<file path="src/rtl/rsw_pkg.sv">
`timescale 1ns / 1ps

package rsw_pkg;

   // field and register widths
   localparam int WORD_W            = 32;
   localparam int VALUE_W           = 10;
   localparam int CFG_W             = 11;
   localparam int CSR_INDEX_W       = 4;
   localparam int MAX_ITEMS_DEFAULT = 1024;
   localparam int QUEUE_DEPTH       = 2;

   // register indexes
   localparam logic [CSR_INDEX_W-1:0] REG_ITEMS_IN_USE    = CSR_INDEX_W'(0);
   localparam logic [CSR_INDEX_W-1:0] REG_PICKS_PER_ROUND = CSR_INDEX_W'(1);

   typedef struct packed {
      logic full;
      logic empty;
   } queue_status_type;

   typedef struct packed {
      logic clearing;
      logic idle;
   } back_status_type;

endpackage

</file>
<file path="src/rtl/rsw_queue.sv">
`timescale 1ns / 1ps

module rsw_queue #(
   parameter int WIDTH = 43
) (
   input  logic                      clock,
   input  logic                      reset,
   input  logic                      flush,
   input  logic                      push,
   input  logic [WIDTH-1:0]          push_data,
   input  logic                      pop,
   output logic [WIDTH-1:0]          head,
   output rsw_pkg::queue_status_type status
);
   import rsw_pkg::*;

   localparam int PW = $clog2(QUEUE_DEPTH);
   localparam int CW = $clog2(QUEUE_DEPTH + 1);

   logic [WIDTH-1:0] slot_ff [QUEUE_DEPTH];
   logic [PW-1:0]    wr_ptr_ff, wr_ptr_in;
   logic [PW-1:0]    rd_ptr_ff, rd_ptr_in;
   logic [CW-1:0]    count_ff, count_in;
   logic             do_push, do_pop;

   assign status.full  = (count_ff == CW'(QUEUE_DEPTH));
   assign status.empty = (count_ff == '0);
   assign do_push      = push && !status.full;
   assign do_pop       = pop && !status.empty;
   assign head         = slot_ff[rd_ptr_ff];

   always_comb begin
      wr_ptr_in = wr_ptr_ff;
      rd_ptr_in = rd_ptr_ff;
      count_in  = count_ff;
      if (do_push) begin
         wr_ptr_in = (wr_ptr_ff == PW'(QUEUE_DEPTH - 1)) ? '0 : wr_ptr_ff + PW'(1);
      end
      if (do_pop) begin
         rd_ptr_in = (rd_ptr_ff == PW'(QUEUE_DEPTH - 1)) ? '0 : rd_ptr_ff + PW'(1);
      end
      if (do_push && !do_pop) begin
         count_in = count_ff + CW'(1);
      end else if (do_pop && !do_push) begin
         count_in = count_ff - CW'(1);
      end
   end

   always_ff @(posedge clock) begin
      if (reset || flush) begin
         wr_ptr_ff <= '0;
         rd_ptr_ff <= '0;
         count_ff  <= '0;
      end else begin
         wr_ptr_ff <= wr_ptr_in;
         rd_ptr_ff <= rd_ptr_in;
         count_ff  <= count_in;
      end
   end

   always_ff @(posedge clock) begin
      if (do_push) begin
         slot_ff[wr_ptr_ff] <= push_data;
      end
   end

endmodule

</file>
<file path="config.mk">
export PLATFORM = sky130hd
export DESIGN_NAME = rsw_queue
export DESIGN_NICKNAME = d
export VERILOG_FILES = /design/src/rtl/rsw_pkg.sv /design/src/rtl/rsw_queue.sv
export SDC_FILE = /design/constraint.sdc
export NUM_CORES = 1
export LEC_CHECK = 0
export BUFFER_PORTS_ARGS = -buffer_cell sky130_fd_sc_hd__buf_2
export CAP_MARGIN = 20
export CORE_MARGIN = 3
export CORE_UTILIZATION = 46
export CTS_CLUSTER_DIAMETER = 150
export CTS_CLUSTER_SIZE = 10
export DETAILED_ROUTE_END_ITERATION = 16
export GPL_TIMING_DRIVEN = 0
export PLACE_DENSITY = 0.75
export SYNTH_ARGS = -nofsm -noshare
export SYNTH_HDL_FRONTEND = slang
export SYNTH_SLANG_ARGS = --single-unit
</file>
<file path="constraint.sdc">
create_clock -name clock -period 2.2 [get_ports clock]
set_clock_uncertainty 0.05 [all_clocks]
set_input_delay 0.11 -clock clock [delete_from_list [all_inputs] [get_ports clock]]
set_output_delay 0.11 -clock clock [all_outputs]
set_load 0.02 [all_outputs]
</file>
# Word-level counts from Yosys, hierarchy flattened
# Memories as Yosys holds them, arrays and structs flattened. A register that Yosys moved wholly into a read port is not among the register bits.
# Index checks and enable logic that the tools add are counted.
[op_classes] n_eq_ne=1 mux=8 addsub=4 n_reduce_logical=11
[op_table] op="$mux 1" count=6
[op_table] op="$logic_and 1x1->1" count=4
[op_table] op="$logic_not 1->1" count=4
[op_table] op="$mux 2" count=2
[op_table] op="$add 1x1->1 const B" count=2
[op_table] op="$add 2x1->2 const B" count=1
[op_table] op="$eq 2x2->1 const B" count=1
[op_table] op="$logic_not 2->1" count=1
[op_table] op="$reduce_bool 2->1" count=1
[op_table] op="$sub 2x1->2 const B" count=1
[op_table] op="$logic_or 1x1->1" count=1
[word_totals] memories=1 wordCells=28 ram_bits=86 ff_bits=4 output_inout_bits=45 inputBits=48
[memory_table] memory="slot_ff" depth=2 width=43 read_ports=1 rd_ports_with_merged_regs=1 wr=1 line="rsw_queue.sv:20" text="logic [WIDTH-1:0] slot_ff [QUEUE_DEPTH];"

# Logic depth before layout (Yosys ltp)
[logic_depth] word_depth=7 mapped_depth=6 mapped_depth_nobuf=6

# Worst setup path after synthesis
# OpenSTA, ideal clock, no wires.
[synth_timing] path_type="reg2reg" from="reg count_ff[1]" to="mem slot_ff[1][0], enable pin" slack_ns=0.044 setup_time_ns=0.405 arrival_ns=1.701 path_buffers=0 path_stages_with_launch=4 required_time_ns=1.745 synth_period_minus_slack_ns=2.156 path_cell_list="dfxtp_1 -> nor2b_2 -> nor2_1 -> and2_1"
[synth_rtl] element="start, declared" line="rsw_queue.sv:23" text="logic [CW-1:0] count_ff, count_in;"
[synth_rtl] element="start signal, assigned" line="rsw_queue.sv:57" text="count_ff <= count_in;"
[synth_rtl] element="end, declared" line="rsw_queue.sv:20"

# Worst setup path after layout
[layout_timing] from="reg count_ff[1]" to="mem slot_ff[0][15], enable pin"
[layout_via] elab_chain_len=5
[layout_lines] element="$eq 2x2->1" line="rsw_queue.sv:26" text="assign status.full = (count_ff == CW'(QUEUE_DEPTH));"
[layout_lines] element="$logic_not 1->1" line="rsw_queue.sv:28" text="assign do_push = push && !status.full;"
[layout_lines] element="$logic_and 1x1->1" line="rsw_queue.sv:28"
[layout_lines] element="$mux 1" line="rsw_queue.sv:62" text="if (do_push) begin"
[layout_lines] element="$mux 1 (not written as such)" line="rsw_queue.sv:63" text="slot_ff[wr_ptr_ff] <= push_data;"
# No other way between the ends.

==> metrics.md <==
| Metric | Value |
|---|---|
| Outcome | `complete, no violations` |
| Syn avg cell area | `20.8 um2` |
| CP startpoint | `count_ff[1]` |
| WP data required | `2.20 ns` |
| Most frequent cells in the layout | `buf_2, edfxtp_1, mux2_2, dlygate4sd3_1, clkbuf_8` |
| Distinct cells, synth | `15` |
| Clock buffer depth | `2` |
| Highest metal used | `met4` |
| Tcrit/Tclk final | `0.875` |
| Insertion delay to the later sink of the worst-skew pair | `0.34 ns` |
| Top delay family on crit path | `buffers and inverters` |
| Largest cells by area after synthesis | `edfxtp_1, mux2_2, dfxtp_1` |
| Die width | `91.0 um` |
| Fin Hold WS | `0.0232 ns` |
| Post-CTS setup buffer count | `0` |
| Worst setup margin | `0.274 ns` |
| Yosys top cell by area | `edfxtp_1` |
| Die Ht | `91.0 um` |
| N_diodes | `0` |
| Max-cap violation count | `0` |
| Synthesized area | `0.00332 mm2` |
| R2R setup slack | `0.27 ns` |
| CTS root buffer | `clkbuf_8` |
| Startpoint types | `register` |
| TritonCTS Sinks | `91` |
| Critical Path End | `slot_ff[0][15]` |
| Crit path capture type | `register` |
| TritonRoute pass-1 iters | `4` |
| Vias in the first global route | `2072` |
| # port buffers | `92` |
| Initial antenna violation count | `0` |
| Worst Path Max Fanout | `22` |
| H-tree Lvls | `3` |
| Initial drt markers | `65` |
| Post-CTS Resized | `0` |
| Worst-margin pin slew | `0.595 ns` |
| Rel. slew slack | `0.603` |
| Worst Hold Class | `in2reg` |
| Via-per-instance ratio | `4.71` |
| # IOs | `93` |
| Post-Layout Cell Count | `409` |
| Final setup viols | `0` |
| Unrepaired setup endpoints after global routing | `no` |
| WL final | `6.21 mm` |
| Detailed placement HPWL | `3.95 mm` |
| Grt ovf | `0` |
| Total die area | `0.00828 mm2` |
| Placed insts | `350` |
| Area of the multi-input gates | `602 um2` |
| Reg2Reg Depth | `4` |
| Post-synthesis net count | `209` |
| Peak VDD IR | `0.450 mV` |
| Arr. time, crit path | `1.92 ns` |
| Avg WL per Cell | `15.2 um` |
| Share of post-route cells with drive strength above 1 | `0.511` |
| Slowest stage cell, crit path | `inv_2` |
| PD cells | `795 mW/mm2` |
| Largest net degree at the start of global routing | `23` |
| Nets | `357` |
| Hold buffers post-CTS | `43` |
| Final worst path period need | `1.93 ns` |
| CP Depth | `4` |
| DP Worst Slack | `0.267 ns` |
| First-pass GRT wire length | `9.89 mm` |
| TritonCTS clock tree | `done` |
| Tot GR Track Use | `0.156` |
| Synthesis-to-layout area growth | `38.6%` |
| Synth Warn # | `0` |
| Final GP Congestion | `0.688` |
| Fin. Hold Viols | `0` |
| Core box area | `0.00691 mm2` |
| WL met3 | `181 um` |
| Worst path max stage delay | `0.44 ns` |
| Met2 wire length | `3.57 mm` |
| Register area share after synthesis | `0.807` |
| Starting Density | `0.481` |
| Clock transition at path regs | `0.08 ns` |
| Syn Inst Count | `160` |
| R2R Path End | `slot_ff[0][15]` |
| Via count | `1925` |
| Area share of the largest cell type after synthesis | `0.777` |
| Register Area | `0.00268 mm2` |
| Fmax | `0.519 GHz` |
| Antenna viol nets, final | `0` |
| Crit path kind | `reg2reg` |
| Fillers | `535` |
| Origin of the critical flop-to-flop path | `count_ff[1]` |
| Leakage | `1.76 nW` |
| Crit-path cells | `nor2b_2 > or3_1 > inv_2 > buf_16` |
| DRC Markers | `0` |
| Final Max Tran Viols | `0` |
| WL met1 | `2.30 mm` |
| Num CTS Buffers | `9` |
| Power consumption | `3.66 mW` |
| Seq cells post-synth | `91` |
| Cell Rows | `30` |
| Worst Path Buf+Inv | `2` |
| Most common cell after layout, fill and taps aside | `buf_2` |
==> how the worst min path moves through the flow <==
stage,start,to,slack [ns],cells past startpoint
2_1_floorplan,push_data[0],slot_ff[0][0],0.16,0
3_3_place_gp,push_data[7],slot_ff[0][7],0.25,1
3_5_place_dp,push_data[3],slot_ff[1][3],0.25,1
4_1_cts,reset,count_ff[1],0.003,3
5_1_grt,reset,count_ff[0],0.02,3
6_report,reset,wr_ptr_ff,0.02,3
==> cell type report <==
type                    count  area share
clock buffers              10      0.0277
repair buffers            137       0.205
multi-input cells          62       0.131
plain buffers               5     0.00706
clock inverters             6      0.0193
well taps                  96      0.0261
flip-flops and latches     91       0.582
inverters                   2     0.00163
==> routing by layer <==
| metal | GRT usage | vias up |
|---|---|---|
| li1 | - | 917 |
| met1 | 0.167 | 952 |
| met2 | 0.287 | 43 |
| met3 | 0.0249 | 13 |
| met4 | 0.0892 | 0 |
| met5 | 0 | - |
==> stage by stage <==
step	util	instance area (um2)	setup TNS, ns
after floorplan	-	3320	0
after global placement	0.565	3900	-40.69
after detailed placement	0.573	3960	0
after CTS	0.667	4610	0
after global routing	0.667	4610	0
final	0.667	4610	0
==> kinds of logic (layout without fill, tap and decap cells) <==
group,count (synthesis),count (layout),synth area share
AOI/OAI and AO/OA,5,5,0.00753
xor gates and xnor gates,3,3,0.00791
adders and majority gates,1,1,0.00376
buffers and inverters,7,160,0.0120
DFF,91,91,0.807
muxes,43,43,0.146
and+or+nand+nor,10,10,0.0158
==> worst reg2reg max path, cell delays in order (launching register included) <==
cell and delay [ns]:
dfxtp_1 0.35, nor2b_2 0.18, or3_1 0.35, inv_2 0.44
buf_16 0.24
==> report_power, final <==
group	leakage (nW)	switching [mW]	internal [mW]
sequential	0.846	0.0228	1.99
combinational	0.805	0.238	0.211
clock	0.105	0.556	0.643
==> state kept, by name, indices dropped and copies added, names as in the netlist, named ones only <==
name,cells
rd_ptr_ff,1
wr_ptr_ff,1
count_ff,2
slot_ff,86
==> synthesized netlist by cell type <==
| cell type | instances |
|---|---|
| a21oi_1 | 2 |
| ha_1 | 1 |
| and2_1 | 1 |
| or2_2 | 1 |
| nor2_1 | 5 |
| inv_1 | 2 |
| buf_4 | 3 |
| mux2_2 | 43 |
| dfxtp_1 | 5 |
| xor2_1 | 3 |
| buf_2 | 2 |
| edfxtp_1 | 86 |
| nor2b_2 | 1 |
| o21ai_0 | 3 |
| or3_1 | 2 |
No activity file was read; power rests on OpenSTA's default activity.
