--- config.mk ---
export PLATFORM = sky130hd
export DESIGN_NAME = rsw_front
export DESIGN_NICKNAME = d
export VERILOG_FILES = /design/src/rtl/rsw_pkg.sv /design/src/rtl/rsw_front.sv
export SDC_FILE = /design/constraint.sdc
export NUM_CORES = 1
export LEC_CHECK = 0
export BUFFER_PORTS_ARGS = -buffer_cell sky130_fd_sc_hd__buf_2
export CAP_MARGIN = 20
export CORE_ASPECT_RATIO = 0.7
export CORE_MARGIN = 2
export CORE_UTILIZATION = 45
export DETAILED_ROUTE_END_ITERATION = 6
export GPL_ROUTABILITY_DRIVEN = 1
export PLACE_DENSITY_LB_ADDON = 0.15
export REMOVE_ABC_BUFFERS = 1
export SETUP_SLACK_MARGIN = 0.1
export SLEW_MARGIN = 15
export SYNTH_ARGS = -nofsm -noshare
export SYNTH_HDL_FRONTEND = slang
export SYNTH_SLANG_ARGS = --single-unit
--- constraint.sdc ---
create_clock -name clock -period 4.65 [get_ports clock]
set_clock_uncertainty 0.2 [all_clocks]
set_input_delay 0.465 -clock clock [delete_from_list [all_inputs] [get_ports clock]]
set_output_delay 0.465 -clock clock [all_outputs]
set_load 0.02 [all_outputs]
--- src/rtl/rsw_pkg.sv ---
`timescale 1ns / 1ps

package rsw_pkg;

   // field and register widths
   localparam int WORD_W            = 32;
   localparam int VALUE_W           = 10;
   localparam int CFG_W             = 11;
   localparam int CSR_INDEX_W       = 4;
   localparam int MAX_ITEMS_DEFAULT = 1024;
   localparam int QUEUE_DEPTH       = 2;

   // register indexes
   localparam logic [CSR_INDEX_W-1:0] REG_ITEMS_IN_USE    = CSR_INDEX_W'(0);
   localparam logic [CSR_INDEX_W-1:0] REG_PICKS_PER_ROUND = CSR_INDEX_W'(1);

   typedef struct packed {
      logic full;
      logic empty;
   } queue_status_type;

   typedef struct packed {
      logic clearing;
      logic idle;
   } back_status_type;

endpackage

--- src/rtl/rsw_front.sv ---
`timescale 1ns / 1ps

module rsw_front #(
   parameter int MAX_ITEMS = rsw_pkg::MAX_ITEMS_DEFAULT,
   localparam int IDX_W = $clog2(MAX_ITEMS),
   localparam int NW = IDX_W + 1
) (
   input  logic                      clock,
   input  logic                      reset,
   input  logic                      restart,
   input  logic                      accept,
   input  logic [rsw_pkg::WORD_W-1:0] word,
   input  logic [NW-1:0]             items_eff,
   input  logic [NW-1:0]             picks_eff,
   output logic                      push,
   output logic [rsw_pkg::WORD_W+IDX_W:0] job
);
   import rsw_pkg::*;

   logic [IDX_W-1:0] pos_ff, pos_in;
   logic [NW-1:0]    draws_ff, draws_in;
   logic             fresh_ff, fresh_in;
   logic [IDX_W-1:0] last_pos;
   logic [IDX_W-1:0] cur_pos;
   logic [NW-1:0]    draws_next;
   logic             done;

   // fresh round starts at the top of the population
   assign last_pos   = IDX_W'(items_eff - NW'(1));
   assign draws_next = draws_ff + NW'(1);
   assign done       = (draws_next >= picks_eff);

   always_comb begin
      if (fresh_ff || (NW'(pos_ff) >= items_eff)) begin
         cur_pos = last_pos;
      end else begin
         cur_pos = pos_ff;
      end
   end

   always_comb begin
      pos_in   = pos_ff;
      draws_in = draws_ff;
      fresh_in = fresh_ff;
      if (accept) begin
         if (done) begin
            draws_in = '0;
            fresh_in = 1'b1;
         end else begin
            draws_in = draws_next;
            fresh_in = 1'b0;
            pos_in   = (cur_pos != '0) ? cur_pos - IDX_W'(1) : '0;
         end
      end
   end

   always_ff @(posedge clock) begin
      if (reset || restart) begin
         pos_ff   <= '0;
         draws_ff <= '0;
         fresh_ff <= 1'b1;
      end else begin
         pos_ff   <= pos_in;
         draws_ff <= draws_in;
         fresh_ff <= fresh_in;
      end
   end

   assign push = accept;
   assign job  = {word, cur_pos, done};

endmodule

; ---- Word-level counts from Yosys, hierarchy flattened
; Cells that the tools add are included.
[classes]
n_addsub = 3
n_lt_le_gt_ge = 2
mux = 4
n_bitwise = 1
reduce_logical = 4
[ops]
columns = cell, count
row1 = $mux W10, 2
row2 = $sub A10 B1 Y10 const B, 2
row3 = $add A11 B1 Y11 const B, 1
row4 = $ge A10 B11 Y1, 1
row5 = $ge A11 B11 Y1, 1
row6 = $mux W11, 1
row7 = $reduce_bool A10 Y1, 1
row8 = $logic_or A1 B1 Y1, 2
row9 = $reduce_and A2 Y1, 1
row10 = $mux W1, 1
row11 = $not A1 Y1, 1
[totals]
regBits = 22
inputBits = 58
out_inout_bits = 44

; ---- Longest topological paths before layout
[logic_depth]
ltp_word = 5
depth_mapped = 19
ltp_nobuf = 15

; ---- Least setup slack after synthesis
; Ideal clock, no wire load.
[synth_timing]
path_kind = input -> register
startpoint = input port items_eff[3]
endpoint = register pos_ff[6]
setup_ns = 0.088
arrival_time_ns = 3.717
t_required_ns = 4.362
path_slack_ns = 0.645
stages = 18
path_buffers = 4
cell_sequence = buf_2 inv_1 ha_1 nand2_1 nor2_1 a21oi_1 o21bai_2 buf_2 buf_1 o21ai_0 ha_1 buf_2 and4_2 a22oi_1 a311oi_2 o211a_4 or3_4 o32ai_2
[synth_via]
elab_chain_len = 5
elab_cells_between_ends = 7
classes_between = add/sub (2) / order compare (1) / mux (2) / reduce/logical (2)
[synth_rtl]
columns = item, line_no
row1 = "start, declared", rsw_front.sv:13  ; input logic [NW-1:0] items_eff,
row2 = $ge A10 B11 Y1, rsw_front.sv:34  ; if (fresh_ff || (NW'(pos_ff) >= items_eff)) begin
row3 = $logic_or A1 B1 Y1, rsw_front.sv:34
row4 = $mux W10 (*), rsw_front.sv:34
row5 = $sub A10 B1 Y10 / $reduce_bool A10 Y1 (equally long branches), rsw_front.sv:52  ; pos_in = (cur_pos != '0) ? cur_pos - IDX_W'(1) : '0;
row6 = $mux W10 (*), rsw_front.sv:52
row7 = "end signal, assigned", rsw_front.sv:63  ; pos_ff <= pos_in;
row8 = "end, declared", rsw_front.sv:20  ; logic [IDX_W-1:0] pos_ff, pos_in;
; Every way passes the cells marked *; elsewhere a longest branch is shown, timed or not.
; A chain may end at the register's enable or synchronous reset.

; ---- Worst setup path after layout
[layout_timing]
startpoint = register draws_ff[0]
endpoint = output port job[0] (netlist bit)
[layout_via]
elab_chain_len = 2
[layout_rtl]
columns = item, line_no
row1 = "start, declared", rsw_front.sv:21  ; logic [NW-1:0] draws_ff, draws_in;
row2 = "start signal, assigned", rsw_front.sv:64  ; draws_ff <= draws_in;
row3 = $add A11 B1 Y11, rsw_front.sv:30  ; assign draws_next = draws_ff + NW'(1);
row4 = $ge A11 B11 Y1, rsw_front.sv:31  ; assign done = (draws_next >= picks_eff);
row5 = "end, declared", rsw_front.sv:16  ; output logic [rsw_pkg::WORD_W+IDX_W:0] job
; Every way passes these cells.

==> results.py <==
metrics = {
    "run_status": {
        "status": "finished clean",
    },
    "timing": {
        "fin_setup_tns_ns": 0,
        "slew_viol_final": 0,
        "final_hold_viol_count": 0,
        "holdWs_ns": 0.287,
        "finalCritPeriodShare": 0.891,
        "worst_slack_ns": 0.507,
        "tightest_slew_ns": 0.610,
        "finalSetupViolCount": 0,
        "rsz0062_at_grt": "false",
        "post-route-min-period_ns": 4.14,
        "fmax_ghz": 0.241,
        "relSlewSlack": 0.588,
    },
    "placed_design": {
        "dpl_worst_slack_ns": 0.341,
        "port_buffers": 37,
        "placed_area_mm2": 0.00263,
        "place_congestion": 0.862,
        "placed_cells": 426,
        "dpl.hpwl_um": 5950,
    },
    "finish": {
        "layout_commonest_cell": "buf_2",
        "antennaDiodeCount": 0,
        "final_cell_mix": "buf_2 (37), a21oi_1 (32), nand2_1 (31), inv_1 (31)",
        "area_growth_pct": 2.48,
        "final_area_mm2": 0.00269,
        "fin_util": 0.475,
        "multi_input_area_mm2": 0.00176,
        "final_cells": 430,
        "layout.nets": 438,
        "nFillCells": 586,
        "regArea_um2": 440,
        "drive_above_1_share": 0.183,
    },
    "critical_path": {
        "path_buf_inv": 2,
        "path_class": "register to output port",
        "critPathCaptureType": "output port",
        "worstPathCellList": "ha_1 -> and3_1 -> and3_1 -> and3_1 -> nand3_1 -> xnor2_1 -> ha_1 -> a211oi_1 -> nand3_1 -> o21ai_2 -> inv_1 -> buf_2",
        "path_common_cell": "and3_1",
        "crit_fanout": 11,
        "crit_arrival_ns": 3.48,
        "cp_slowest_cell": "dfxtp_1",
        "cp.required_ns": 3.98,
        "crit_family": "simple AND/OR/NAND/NOR gates",
        "cpPeakStageDelay_ns": 0.40,
        "startpoint_type": "register",
        "regToRegSetupSlack_ns": 0.58,
    },
    "flow_run": {
        "drv_cap": 0,
    },
    "floorplanning": {
        "io_pins": 102,
        "std_cell_rows": 23,
        "core-area_mm2": 0.00567,
        "dieArea_mm2": 0.00648,
        "die_h_um": 67.9,
        "fp.dieW_um": 95.3,
        "start_util": 0.463,
    },
    "cts": {
        "clkSinkCount": 22,
        "holdBufCountCts": 0,
        "h-tree-depth": 1,
        "clock_latency_ns": 0.27,
        "clockBufferDepth": 2,
        "clk_pin_slew_ns": 0.08,
        "root_buffer": "clkbuf_8",
        "cts_made_buffers": 3,
        "tritoncts": "done",
    },
    "synth": {
        "synthArstFlopShare": 0,
        "synthTopCellsByArea": "dfxtp_1 (17%), ha_1 (11%), buf_4 (9.7%)",
        "synth.avg_cell_area_um2": 7.40,
        "synth_edf_count": 0,
        "synthesis.area_mm2": 0.00263,
        "synthFlopType": "dfxtp_1",
        "synthCells": 355,
        "ys_seq_area_frac": 0.168,
        "yosysTopAreaCellShare": 0.168,
        "yosys.area.top_type": "dfxtp_1",
        "synth_seq_cells": 22,
        "yosysWarnings": 0,
        "yosysUniqueCellTypes": 62,
    },
    "global_routing": {
        "grt_pass1_wl_um": 11600,
        "overflow": 0,
        "first_global_vias": 2021,
        "grt_start_max_net_pins": 24,
        "grt.total_usage": 0.237,
        "antenna_found_initial": 0,
    },
    "routing": {
        "ant_nets": 0,
        "drt_iter0_drc": 268,
        "vias_per_cell": 5.69,
        "firstDrtPassIters": 5,
        "wl_per_cell_um": 17.4,
        "vias": 2448,
        "drc_errors": 0,
        "routed_wl_um": 7490,
    },
    "hold_path": {
        "worstHoldPathType": "register to register",
    },
    "power_and_ir_drop": {
        "powerDensity_mw_per_mm2": 190,
        "power.leakage_nw": 1.23,
        "total_power_mw": 0.510,
        "peakVddDrop_mv": 0.116,
    },
}
cells in the mapped netlist, types with 2 or more instances:
library cell / number
buf_2: 4
xnor2_1: 16
o21ai_0: 21
ha_1: 24
buf_4: 34
nor2b_1: 4
nand3b_1: 8
xor2_1: 9
a21oi_1: 32
clkbuf_1: 5
nand2_1: 31
and3_1: 7
o31ai_1: 2
or2_2: 2
o21bai_2: 2
a31oi_1: 2
nand4b_1: 2
a211oi_1: 3
inv_1: 31
dfxtp_1: 22
buf_1: 2
nand4_1: 3
o21a_1: 5
mux2i_1: 2
mux2_2: 2
nor3_1: 6
o41ai_1: 2
nor4_1: 2
o211ai_1: 4
nand3_1: 9
or4_1: 2
nor2_1: 25
logic make-up (layout without fill, tap and decap cells):
family	count (synthesis)	count (layout)	share of synthesized area
and+or+nand+nor	110	110	0.220
xor gates and xnor gates	25	25	0.0833
adders and majority gates	24	24	0.114
buffers and inverters	77	77	0.163
DFF	22	22	0.168
muxes	4	4	0.0162
AOI/OAI and AO/OA	93	93	0.236
metal layers:
| layer | vias to the layer above | track usage | share of wire |
|---|---|---|---|
| met3 | 6 | 0.140 | 0.13 |
| met4 | 2 | 0.0199 | 0.0033 |
| li1 | 1222 | - | - |
| met1 | 1115 | 0.371 | 0.51 |
| met5 | - | 0.0917 | 0.0055 |
| met2 | 103 | 0.256 | 0.35 |
path summary, 6_finish.rpt:
| check | from | end | cells after the start |
|---|---|---|---|
| max | draws_ff[0] | job[0] | 12 |
| min | draws_ff[1] | draws_ff[1] | 2 |
| max reg2reg | draws_ff[0] | pos_ff[5] | 14 |
| min reg2reg | draws_ff[1] | draws_ff[1] | 2 |
repair_timing:
action | CTS | global route
hold endpoints to repair | 0 | 0
setup buffers | 0 | 0
gates resized for setup | 0 | 2
setup endpoints to repair | 0 | 13
flip-flops by register name, summed over array words and instances (netlist names):
register / cells
fresh_ff: 1
pos_ff: 10
draws_ff: 11
where the power goes:
part / leakage (nW) / switching, mW / internal, mW
sequential: 0.178 / 0.00698 / 0.193
combinational: 1.02 / 0.102 / 0.0674
clock: 0.0288 / 0.0652 / 0.0756
area by class of cell:
type,count,area share
Sequential cell,22,0.164
Multi-Input combinational cell,256,0.655
Tap cell,75,0.0349
Inverter,31,0.0432
Clock buffer,4,0.0204
Timing Repair Buffer,42,0.0827
worst min-delay path: stages (launching register included):
cell	delay (ns)
dfxtp_1	0.33
nand2_1	0.06
a21oi_1	0.05
Power figures use the tool's default switching activity.
